--- config.mk ---
export PLATFORM = sky130hd
export DESIGN_NAME = qvr_round_sat
export DESIGN_NICKNAME = d
export VERILOG_FILES = /design/src/qvr_round_sat.sv
export SDC_FILE = /design/constraint.sdc
export NUM_CORES = 1
export LEC_CHECK = 0
export BUFFER_PORTS_ARGS = -buffer_cell sky130_fd_sc_hd__buf_2
export CAP_MARGIN = 20
export CELL_PAD_IN_SITES_DETAIL_PLACEMENT = 1
export CELL_PAD_IN_SITES_GLOBAL_PLACEMENT = 1
export CORE_UTILIZATION = 26
export DETAILED_ROUTE_END_ITERATION = 6
export GPL_ROUTABILITY_DRIVEN = 0
export PLACE_DENSITY = 0.82
export SLEW_MARGIN = 25
export SYNTH_ARGS = -nofsm -noshare
export SYNTH_HDL_FRONTEND = slang
export SYNTH_SLANG_ARGS = --single-unit
--- constraint.sdc ---
create_clock -name vclk -period 4.92
set_input_delay 1.23 -clock vclk [all_inputs]
set_output_delay 1.23 -clock vclk [all_outputs]
set_load 0.01 [all_outputs]
--- src/qvr_round_sat.sv ---
// Round-half-up and saturate one wide fixed-point sum to the output width.
`timescale 1ns / 1ps

module qvr_round_sat #(
  parameter int IN_W  = 52,
  parameter int SHIFT = 24,
  parameter int OUT_W = 16
) (
  input  logic signed [IN_W-1:0]  acc_i,
  output logic signed [OUT_W-1:0] res_o,
  output logic                    sat_o
);

  localparam int RW = IN_W - SHIFT;

  localparam logic signed [IN_W-1:0]  HALF = IN_W'(1) << (SHIFT - 1);
  localparam logic signed [OUT_W-1:0] RMAX = {1'b0, {(OUT_W-1){1'b1}}};
  localparam logic signed [OUT_W-1:0] RMIN = {1'b1, {(OUT_W-1){1'b0}}};

  logic signed [IN_W-1:0] rounded;
  logic signed [RW-1:0]   shifted;
  logic                   fits;

  always_comb begin
    rounded = acc_i + HALF;
    shifted = rounded[IN_W-1:SHIFT];
    // All bits above the output sign bit must copy it.
    fits    = (shifted[RW-1:OUT_W-1] == {(RW-OUT_W+1){1'b0}}) ||
              (shifted[RW-1:OUT_W-1] == {(RW-OUT_W+1){1'b1}});
    sat_o   = !fits;
    if (fits) begin
      res_o = shifted[OUT_W-1:0];
    end else if (shifted[RW-1]) begin
      res_o = RMIN;
    end else begin
      res_o = RMAX;
    end
  end

endmodule

After elaboration in Yosys (flattened, before gate mapping)
Cells that the tools add are included.
{ "classes": {"n_eq_ne": 1, "reduce_logical": 3, "muxes": 2, "add_sub_neg": 1} }
{ "ops": {"columns": ["operator", "count"], "rows": [
  ["$add A52 B25 Y52 const B", 1],
  ["$mux W16", 2],
  ["$eq A13 B13 Y1 const B", 1],
  ["$logic_not A13 Y1", 1],
  ["$logic_not A1 Y1", 1],
  ["$logic_or A1 B1 Y1", 1]
]} }
{ "totals": {"elab_cells": 7, "inputBits": 52, "out_inout_bits": 17, "reg_bits": 0} }

Depth between registers and ports, before layout
Gate-level depths: netlist of run 1.
{ "logic_depth": {"ltp_word": 4, "depth_mapped": 9, "depth_no_buf": 8} }

Least setup slack after synthesis of run 1
OpenSTA, ideal clock, no wires.
{ "synth_timing": {"path_type": "input port to output port", "startpoint": "input port acc_i[23]", "endpoint": "output port res_o[10]", "required_ns": 3.690, "t_arrival_ns": 3.064, "path_buffers": 1, "path_stages": 9, "setup_slack_ns": 0.626, "cell_sequence": "ha_1 -> nand4_1 -> nor4_1 -> mux2_2 -> o211ai_1 -> nand4_1 -> o21ai_1 -> buf_2 -> o21ai_1"} }
{ "synth_between": {"elab_chain_cells": 4, "word_cells_on_any_way": 6, "classes_between": "add/sub: 1; eq/ne: 1; mux: 2; reduce/logical: 2"} }
{ "synth_lines": {"columns": ["element", "line", "text"], "rows": [
  ["start: declaration", "9", "input logic signed [IN_W-1:0] acc_i,"],
  ["$add A52 B25 Y52 (*)", "25", "rounded = acc_i + HALF;"],
  ["$eq A13 B13 Y1 / $logic_not A13 Y1 (equally long branches)", "29, 28", null],
  ["$logic_or A1 B1 Y1", "28", "fits = (shifted[RW-1:OUT_W-1] == {(RW-OUT_W+1){1'b0}}) ||"],
  ["$mux W16 (*)", "31", "if (fits) begin"],
  ["end: declaration", "10", "output logic signed [OUT_W-1:0] res_o,"]
]} }
Mark *: on every way between the ends. The rest lies on a longest branch, timed or not.

Final worst setup path of run 1
{ "layout_timing": {"startpoint": "input port acc_i[23]", "endpoint": "output port res_o[1]"} }
Same word-level chain as after synthesis.

==> results by group, run 1 <==
Yosys
  – Net Count, Synth: 182
  – Post-synth top cells: nor2_1, xnor2_1, nand2_1, o21ai_1, nand3_1
  – Largest family of logic cells by synthesized area: simple AND/OR/NAND/NOR gates
  – Compound-cell area share of the yosys netlist: 19.1%
  – Dominant cell type by area after synthesis: xnor2_1
  – Synth top area share: 13.2%
  – Post-Synth XOR/XNOR Area: 25.2%
  – Post-Synthesis Cell Area: 863 µm²
  – Syn_area_per_cell: 6.69 µm²
  – Post-synthesis mux area share: 3.62%
  – Mapped Cells: 129
  – Synth top area cells: xnor2_1, xor2_1, nor4_4
  – Seq/Total Area, Yosys: 0%
  – Post-synthesis adder-cell area fraction: 1.45%
  – Number of warnings issued by yosys: 0
  – Unique cell type count in the Yosys netlist: 35
  – Simple-gate share of the synthesized area: 48.7%

Detailed routing
  – Drt pass-1 iters: 3
  – Vias/cell: 5.15
  – Via count: 1143
  – Routed wire length: 2890 µm
  – Initial DRC Count: 28
  – # DRC: 0
  – Post-route antenna net violation count: 0
  – Routed len/inst: 13.0 µm

Flow run
  – Max-cap violations: 0

Finish
  – Clock buffer count: 0
  – Post-route cell area: 0.00117 mm²
  – FF+latch count: 0
  – Final Net Count: 233
  – Area grow syn2layout: 35.9%
  – Ant diodes: 0
  – Ratio of cells with drive above 1 in the final layout: 33.7%
  – Seq. cell area: 0 µm²

Floorplanning
  – I/O Pins: 69
  – Initial core utilization: 27.8%
  – Placement Rows: 20
  – CORE AREA: 0.00310 mm²
  – Die area: 0.00356 mm²
  – Chip width: 59.6 µm
  – Die Ht: 59.6 µm

Worst hold path
  – Hold Crit Class: in -> out
  – Hold path startpoint: acc_i[29]

Setup path
  – Delay-heaviest family, CP: simple AND/OR/NAND/NOR gates
  – Critical path arrival: 3.38 ns
  – Top cell by count, worst path: buf_2
  – Slowest-stage cell, CP: nor4_1
  – CP startpoint kind: primary input
  – Crit Path Category: in -> out
  – CP Capture Type: output pin
  – Crit path depth: 10
  – Crit path max fanout: 10
  – Critical Path End: res_o[1]
  – Worst endpoint required time: 3.69 ns
  – Crit path cell chain: buf_2 -> ha_1 -> nand4_1 -> nor4_1 -> xor2_1 -> o2111ai_1 -> nor4_4 -> nor2_2 -> o21ai_1 -> buf_2
  – Slowest stage delay, CP: 0.47 ns
  – Origin of the worst setup path: acc_i[23]
  – WP buf/inv: 2

GRT
  – Gr usage total: 16.7%
  – Vias in the first global route: 1034
  – Initial antenna violation count: 0
  – Global-route wire length before repair: 4710 µm
  – GR Overflow Total: 0
  – Largest net degree at the start of global routing: 14

Timing
  – Fin crit share: 93.6%
  – Worst-margin pin slew: 0.460 ns
  – Max Fclk: 217 MHz
  – Final Hold Vio Count: 0
  – Final setup fails: 0
  – Max-slew headroom: 69.1%
  – Setup TNS: 0 ns
  – Minimum clock period: 4.61 ns
  – Max-slew violations: 0
  – RSZ-0062 raised after global routing: false

Pwr
  – Net Sw Frac: 58.0%
  – Clk pwr share: 0%
  – Logic pwr share: 100.0%
  – Peak supply drop: 0.0000174 V
  – PD cells: 64.4 mW/mm²
  – Cell Int Power: 0.0000318 W
  – Leak: 0.491 nW
  – Sequential share of power: 0%
  – Switching Power: 0.0000438 W

Clock network
  – Post_cts resized: 0
  – # hold bufs at CTS: 0
  – Post-CTS Setup Bufs: 0

Outcome
  – Status: finished clean

Placement
  – Area after detailed placement: 0.00117 mm²
  – Post-DP HPWL: 2470 µm
  – IO buf count: 46
## worst min-delay path by stage
stage	end	slack [ns]	cells past startpoint
after global routing	res_o[5]	2.90	4
after global placement	res_o[6]	2.87	4
final	res_o[5]	2.86	4
after detailed placement	res_o[5]	2.86	4
after CTS	res_o[5]	2.87	4
after floorplan	res_o[11]	2.64	2
## final cells by class
type,count,area [µm²]
fill,451,1930
inverter,3,11.3
multi-input combinational,125,847
tap,44,55.1
timing repair buffer,50,260
## cells by family after synthesis
group	after synthesis
muxes	3
xor gates and xnor gates	24
adders and majority gates	1
and+or+nand+nor	69
buffers and inverters	4
AOI/OAI and AO/OA	28
## placed cells by master, fill, tap and decap left out
master      n
and3_1      9
nand3_2     1
a221oi_1    1
xor2_1     10
buf_2      46
and4_1      1
mux2i_1     2
a41oi_1     1
or2_2       1
o2111ai_1   2
a211oi_1    1
ha_1        1
nor3_1      3
nor2_2      1
mux2_2      1
nand2_1    12
a31oi_1     2
a21boi_1    1
xnor2_2     1
inv_1       3
nand4_2     2
and4b_1     1
nand4_1     7
o21ai_0     3
xnor2_1    13
o21ai_1    12
buf_4       4
nor4_1      1
nor2b_1     1
nand3_1    11
nor2_1     13
and2_1      1
a21oi_1     4
nor4_4      3
o211ai_1    1
nor3b_1     1
## metal layers
layer,vias to the layer above,share of wire [%],global-route usage [%]
met5,-,0,0
met4,0,0,0
met2,35,47,31.0
met3,0,4.7,0.218
met1,525,49,23.0
li1,583,-,-
## power groups by stage
| stage | combinational, W | clock (W) | sequential (W) |
|---|---|---|---|
| after floorplan | 0.0000379 | 0 | 0 |
| after global placement | 0.0000745 | 0 | 0 |
| after detailed placement | 0.0000761 | 0 | 0 |
| after CTS | 0.0000763 | 0 | 0 |
| after global routing | 0.0000841 | 0 | 0 |
| final | 0.0000756 | 0 | 0 |
## metrics by stage
| stage | hold WS (ns) | util [%] | cells | setup WS [ns] | power [W] |
|---|---|---|---|---|---|
| after global placement | 2.87 | 37.8 | 222 | 0.314 | 0.0000745 |
| after floorplan | 2.64 | - | 129 | 0.626 | 0.0000379 |
| after CTS | 2.87 | 37.8 | 222 | 0.271 | 0.0000763 |
| after detailed placement | 2.86 | 37.8 | 222 | 0.282 | 0.0000761 |
| final | 2.86 | 37.8 | 222 | 0.313 | 0.0000756 |
| after global routing | 2.90 | 37.8 | 222 | 0.0280 | 0.0000841 |
Note: power is estimated with default switching activity, not from simulation.
==> run 2, diff against run 1 <==
--- a/config.mk
+++ b/config.mk
@@ -5,14 +5,15 @@
 export SDC_FILE = /design/constraint.sdc
 export NUM_CORES = 1
 export LEC_CHECK = 0
+export ABC_AREA = 1
 export BUFFER_PORTS_ARGS = -buffer_cell sky130_fd_sc_hd__buf_2
 export CAP_MARGIN = 20
 export CELL_PAD_IN_SITES_DETAIL_PLACEMENT = 1
 export CELL_PAD_IN_SITES_GLOBAL_PLACEMENT = 1
-export CORE_UTILIZATION = 26
+export CORE_UTILIZATION = 27
 export DETAILED_ROUTE_END_ITERATION = 6
 export GPL_ROUTABILITY_DRIVEN = 0
-export PLACE_DENSITY = 0.82
+export PLACE_DENSITY = 0.84
 export SLEW_MARGIN = 25
 export SYNTH_ARGS = -nofsm -noshare
 export SYNTH_HDL_FRONTEND = slang
==> results by group, run 2 <==
GRT
  – Largest net degree at the start of global routing: 17 (was 14)
  – Gr usage total: 18.4% (was 16.7%)
  – Initial antenna violation count: 0 (unchanged)
  – GR Overflow Total: 0 (unchanged)
  – Global-route wire length before repair: 6300 µm (was 4710 µm)
  – Vias in the first global route: 1430 (was 1034)

Outcome
  – Status: finished clean (unchanged)

Floorplanning
  – Initial core utilization: 28.2% (was 27.8%)
  – Die area: 0.00444 mm² (was 0.00356 mm²)
  – Chip width: 66.6 µm (was 59.6 µm)
  – Die Ht: 66.6 µm (was 59.6 µm)
  – Placement Rows: 23 (was 20)
  – CORE AREA: 0.00400 mm² (was 0.00310 mm²)
  – I/O Pins: 69 (unchanged)

Clock network
  – Post-CTS Setup Bufs: 0 (unchanged)
  – Post_cts resized: 0 (unchanged)
  – # hold bufs at CTS: 0 (unchanged)

Timing
  – Final Hold Vio Count: 0 (unchanged)
  – Final Hold Slack: 2.86 ns (about the same)
  – Setup TNS: 0 ns (unchanged)
  – RSZ-0062 raised after global routing: false (unchanged)
  – Fin crit share: 90.6% (was 93.6%)
  – Final setup fails: 0 (unchanged)
  – Max-slew headroom: 79.8% (was 69.1%)
  – Worst-margin pin slew: 0.302 ns (was 0.460 ns)
  – Minimum clock period: 4.46 ns (was 4.61 ns)
  – Max Fclk: 224 MHz (was 217 MHz)
  – Max-slew violations: 0 (unchanged)

Yosys
  – Number of warnings issued by yosys: 0 (unchanged)
  – Synth top area cells: nand2_1, nor2_1, inv_1 (was xnor2_1, xor2_1, nor4_4)
  – Post-Synthesis Cell Area: 0.00113 mm² (was 863 µm²)
  – Mapped Cells: 250 (was 129)
  – Post-synth top cells: nand2_1, nor2_1, inv_1, nand3_1, xor2_1 (was nor2_1, xnor2_1, nand2_1, o21ai_1, nand3_1)
  – Most frequent cell after synthesis: nand2_1
  – Unique cell type count in the Yosys netlist: 17 (was 35)
  – Seq/Total Area, Yosys: 0% (unchanged)
  – Net Count, Synth: 303 (was 182)
  – Syn_area_per_cell: 4.51 µm² (was 6.69 µm²)
  – Dominant cell type by area after synthesis: nand2_1 (was xnor2_1)
  – Synth top area share: 41.6% (was 13.2%)

Setup path
  – CP Capture Type: output pin (unchanged)
  – Crit Path Category: in -> out (unchanged)
  – Critical path arrival: 3.23 ns (was 3.38 ns)
  – CP startpoint kind: primary input (unchanged)
  – Crit path max fanout: 15 (was 10)
  – Worst endpoint required time: 3.69 ns (about the same)

Pwr
  – Switching Power: 0.0000463 W (was 0.0000438 W)
  – PD cells: 53.2 mW/mm² (was 64.4 mW/mm²)
  – Logic pwr share: 100.0% (about the same)
  – Net Sw Frac: 62.3% (was 58.0%)
  – Peak supply drop: 0.0000241 V (was 0.0000174 V)
  – Final Power: 0.0000743 W (was 0.0000756 W)
  – Cell Int Power: 0.0000280 W (was 0.0000318 W)
  – Clk pwr share: 0% (about the same)
  – Sequential share of power: 0% (about the same)
  – Leak: 0.751 nW (was 0.491 nW)

Finish
  – Commonest non-fill, non-tap cell in the layout: nand2_1 (was buf_2)
  – Post-Route Utilization: 34.9% (was 37.8%)
  – Finished Layout Cells: 344 (was 222)
  – Final Net Count: 349 (was 233)
  – Most frequent cells in the layout: nand2_1, buf_2, nor2_1, inv_1, nand3_1 (was buf_2, nor2_1, xnor2_1, nand2_1, o21ai_1)
  – Ant diodes: 0 (unchanged)
  – Ratio of cells with drive above 1 in the final layout: 21.1% (was 33.7%)
  – FF+latch count: 0 (unchanged)
  – Clock buffer count: 0 (unchanged)
  – Area grow syn2layout: 24.0% (was 35.9%)
  – Seq. cell area: 0 µm² (unchanged)
  – Filler cell count: 629 (was 451)

Detailed routing
  – Post-route antenna net violation count: 0 (unchanged)
  – Via count: 1593 (was 1143)
  – Vias/cell: 4.63 (was 5.15)
  – Initial DRC Count: 55 (was 28)
  – # DRC: 0 (unchanged)
  – Routed len/inst: 11.8 µm (was 13.0 µm)
  – Drt pass-1 iters: 4 (was 3)
  – Routed wire length: 4050 µm (was 2890 µm)

Placement
  – Post-DP HPWL: 3620 µm (was 2470 µm)
  – Placed cells: 344 (was 222)
  – IO buf count: 46 (unchanged)

Flow run
  – Max-cap violations: 0 (unchanged)

Worst hold path
  – Hold Crit Class: in -> out (unchanged)
## run 2: power groups by stage
stage	combinational [W]	sequential (W)	clock, W
6_report	0.0000743	0	0
4_1_cts	0.0000748	0	0
3_5_place_dp	0.0000744	0	0
2_1_floorplan	0.0000404	0	0
3_3_place_gp	0.0000719	0	0
5_1_grt	0.0000832	0	0
## run 2: routing by layer
metal	vias to the layer above	global-route usage [%]	wire, µm
met1	730	24.2	1940
met4	0	0	0
met2	27	34.8	2010
li1	836	-	-
met5	-	0	0
met3	0	0.171	95
## run 2: path summary, 6_finish.rpt
check / start / end / slack, ns / cells after the start
min: acc_i[26] / res_o[2] / 2.86 / 5
max: acc_i[23] / res_o[3] / 0.46 / 16
## run 2: final cells by class
| cell class | instances | area (µm²) | area share, % |
|---|---|---|---|
| multi-input combinational | 221 | 1000 | 71.8 |
| timing repair buffer | 46 | 230 | 16.5 |
| inverter | 27 | 101 | 7.25 |
| tap | 50 | 62.6 | 4.48 |
## run 2: worst max-delay path, cell delays in order
cell and delay, ns:
buf_2 0.09, ha_1 0.18, inv_2 0.06, nor2_4 0.23
nand2_2 0.12, nor2_4 0.18, nand2_1 0.10, nand2_1 0.08
nand2_1 0.06, nor2_1 0.10, nand2_1 0.07, nor2_1 0.09
nand2_1 0.11, nand2_2 0.26, nand2_1 0.11, buf_2 0.15
## run 2: cells by family after synthesis
kind of cell,count (synthesis),share of synthesized area [%]
AO/OA/AOI/OAI,3,1.55
AND/OR/NAND/NOR,203,75.5
adder cells (fa/ha/maj),1,1.11
XOR/XNOR,14,10.9
buffers and inverters,29,11.0
## run 2: stage by stage
step,setup WS (ns),area (µm²)
floorplan,0.984,1130
global placement,0.502,1400
detailed placement,0.436,1400
CTS,0.435,1400
global route,0.269,1400
finish,0.462,1400
==> run 3, diff against run 2 <==
--- a/config.mk
+++ b/config.mk
@@ -10,10 +10,11 @@
 export CAP_MARGIN = 20
 export CELL_PAD_IN_SITES_DETAIL_PLACEMENT = 1
 export CELL_PAD_IN_SITES_GLOBAL_PLACEMENT = 1
-export CORE_UTILIZATION = 27
+export CORE_ASPECT_RATIO = 0.8
+export CORE_UTILIZATION = 29
 export DETAILED_ROUTE_END_ITERATION = 6
 export GPL_ROUTABILITY_DRIVEN = 0
-export PLACE_DENSITY = 0.84
+export PLACE_DENSITY = 0.89
 export SLEW_MARGIN = 25
 export SYNTH_ARGS = -nofsm -noshare
 export SYNTH_HDL_FRONTEND = slang
==> constraint.sdc (replaced) <==
create_clock -name vclk -period 5.5
set_input_delay 1.375 -clock vclk [all_inputs]
set_output_delay 1.375 -clock vclk [all_outputs]
set_load 0.01 [all_outputs]
==> results by group, run 3 (same netlist as run 2, synthesis figures left out) <==
Outcome
  – Status: finished clean (unchanged)

Setup path
  – CP Capture Type: output pin (unchanged)
  – Slowest stage delay, CP: 0.27 ns (was 0.26 ns)
  – CP startpoint kind: primary input (unchanged)
  – Worst endpoint required time: 4.12 ns (was 3.69 ns)
  – Top cell by count, worst path: nand2_1 (unchanged)
  – Crit Path Category: in -> out (unchanged)
  – Critical path arrival: 3.49 ns (was 3.23 ns)
  – Slowest-stage cell, CP: nand2_2 (unchanged)
  – Crit path cell chain: buf_2 -> ha_1 -> inv_2 -> nor2_4 -> nand2_2 -> nor2_4 -> nand2_1 -> nand2_1 -> nand2_1 -> nor2_1 -> nand2_1 -> nor2_1 -> nand2_1 -> nand2_2 -> nand2_1 -> buf_2 (unchanged)
  – Crit path max fanout: 15 (unchanged)

Detailed routing
  – Drt pass-1 iters: 4 (unchanged)
  – Vias/cell: 4.73 (was 4.63)
  – Routed wire length: 3890 µm (was 4050 µm)
  – Initial DRC Count: 38 (was 55)
  – Routed len/inst: 11.6 µm (was 11.8 µm)
  – Via count: 1590 (was 1593)
  – Post-route antenna net violation count: 0 (unchanged)
  – # DRC: 0 (unchanged)

Clock network
  – # hold bufs at CTS: 0 (unchanged)
  – Post_cts resized: 0 (unchanged)
  – Post-CTS Setup Bufs: 0 (unchanged)

Timing
  – Minimum clock period: 4.86 ns
  – RSZ-0062 raised after global routing: false (unchanged)
  – Max Fclk: 206 MHz
  – Worst-margin pin slew: 0.294 ns (was 0.302 ns)
  – Max-slew headroom: 80.4% (was 79.8%)
  – Final Hold Slack: 3.14 ns (was 2.86 ns)
  – Fin crit share: 88.4%
  – Final setup fails: 0 (unchanged)
  – Final Hold Vio Count: 0 (unchanged)
  – Setup TNS: 0 ns (unchanged)
  – Max-slew violations: 0 (unchanged)

GRT
  – Global-route wire length before repair: 6640 µm (was 6300 µm)
  – Vias in the first global route: 1550 (was 1430)
  – Gr usage total: 19.6% (was 18.4%)
  – Largest net degree at the start of global routing: 17 (unchanged)
  – GR Overflow Total: 0 (unchanged)
  – Initial antenna violation count: 0 (unchanged)

Finish
  – Clock buffer count: 0 (unchanged)
  – Post-route cell area: 0.00139 mm² (was 0.00140 mm²)
  – FF+latch count: 0 (unchanged)
  – Most frequent cells in the layout: nand2_1, buf_2, nor2_1, inv_1, nand3_1 (unchanged)
  – Multi-input gate area: 0.00100 mm² (unchanged)
  – Area grow syn2layout: 23.1% (was 24.0%)
  – Finished Layout Cells: 336 (was 344)
  – Commonest non-fill, non-tap cell in the layout: nand2_1 (unchanged)
  – Seq. cell area: 0 µm² (unchanged)
  – Ant diodes: 0 (unchanged)
  – Ratio of cells with drive above 1 in the final layout: 21.1% (unchanged)
  – Final Net Count: 349 (unchanged)
  – Filler cell count: 572 (was 629)

Placement
  – Post-DP HPWL: 3490 µm (was 3620 µm)
  – Area after detailed placement: 0.00139 mm² (was 0.00140 mm²)
  – Placed cells: 336 (was 344)
  – IO buf count: 46 (unchanged)

Floorplanning
  – I/O Pins: 69 (unchanged)
  – CORE AREA: 0.00357 mm² (was 0.00400 mm²)
  – Placement Rows: 19 (was 23)
  – Initial core utilization: 31.6% (was 28.2%)
  – Die Ht: 57.8 µm (was 66.6 µm)
  – Die area: 0.00414 mm² (was 0.00444 mm²)
  – Chip width: 71.7 µm (was 66.6 µm)

Pwr
  – Peak supply drop: 0.0000177 V (was 0.0000241 V)
  – PD cells: 47.8 mW/mm² (was 53.2 mW/mm²)
  – Leak: 0.751 nW (unchanged)

Flow run
  – Max-cap violations: 0 (unchanged)

Worst hold path
  – Hold Crit Class: in -> out (unchanged)
  – Hold Path Depth: 5 (unchanged)
  – WHS Endpoint: res_o[8] (was res_o[2])
  – Hold path startpoint: acc_i[32] (was acc_i[26])
[run 3: cell counts in the layout (fill, tap and decap cells not counted)]
Identical to the previous run, type by type.
[run 3: where the power goes]
| group | switching [W] | internal, W | leakage (nW) |
|---|---|---|---|
| clock network | 0 | 0 | 0 |
| logic | 0.0000412 | 0.0000251 | 0.751 |
| registers | 0 | 0 | 0 |
| total | 0.0000412 | 0.0000251 | 0.751 |
[run 3: worst max path at each step]
stage	start	slack [ns]	cells past startpoint	end
3_5_place_dp	acc_i[23]	0.64	16	res_o[1]
5_1_grt	acc_i[23]	0.46	16	res_o[9]
6_report	acc_i[23]	0.64	16	res_o[1]
2_1_floorplan	acc_i[23]	1.27	16	res_o[8]
4_1_cts	acc_i[23]	0.64	16	res_o[1]
3_3_place_gp	acc_i[23]	0.71	16	res_o[7]
[run 3: worst max-delay path, delay by kind of cell]
kind | cells | cell delay (ns)
simple gates | 12 | 1.60
buf+inv | 3 | 0.29
fa+ha+maj | 1 | 0.19
[run 3: per-layer routing]
layer | track usage [%] | share of wire, %
met1 | 28.5 | 50
met2 | 34.2 | 45
met3 | 0 | 4.0
met4 | 1.68 | 0.54
met5 | 0 | 0
[run 3: final cells by class]
class	count	area share, %
well taps	42	3.79
repair buffers	46	16.6
multi-input cells	221	72.3
inverters	27	7.30
[run 3: stage by stage]
step	setup slack (ns)	util, %	power, W
after detailed placement	0.638	38.9	0.0000663
after global placement	0.715	38.9	0.0000642
after global routing	0.456	38.9	0.0000752
after floorplan	1.27	-	0.0000362
after CTS	0.637	38.9	0.0000666
final	0.640	38.9	0.0000663
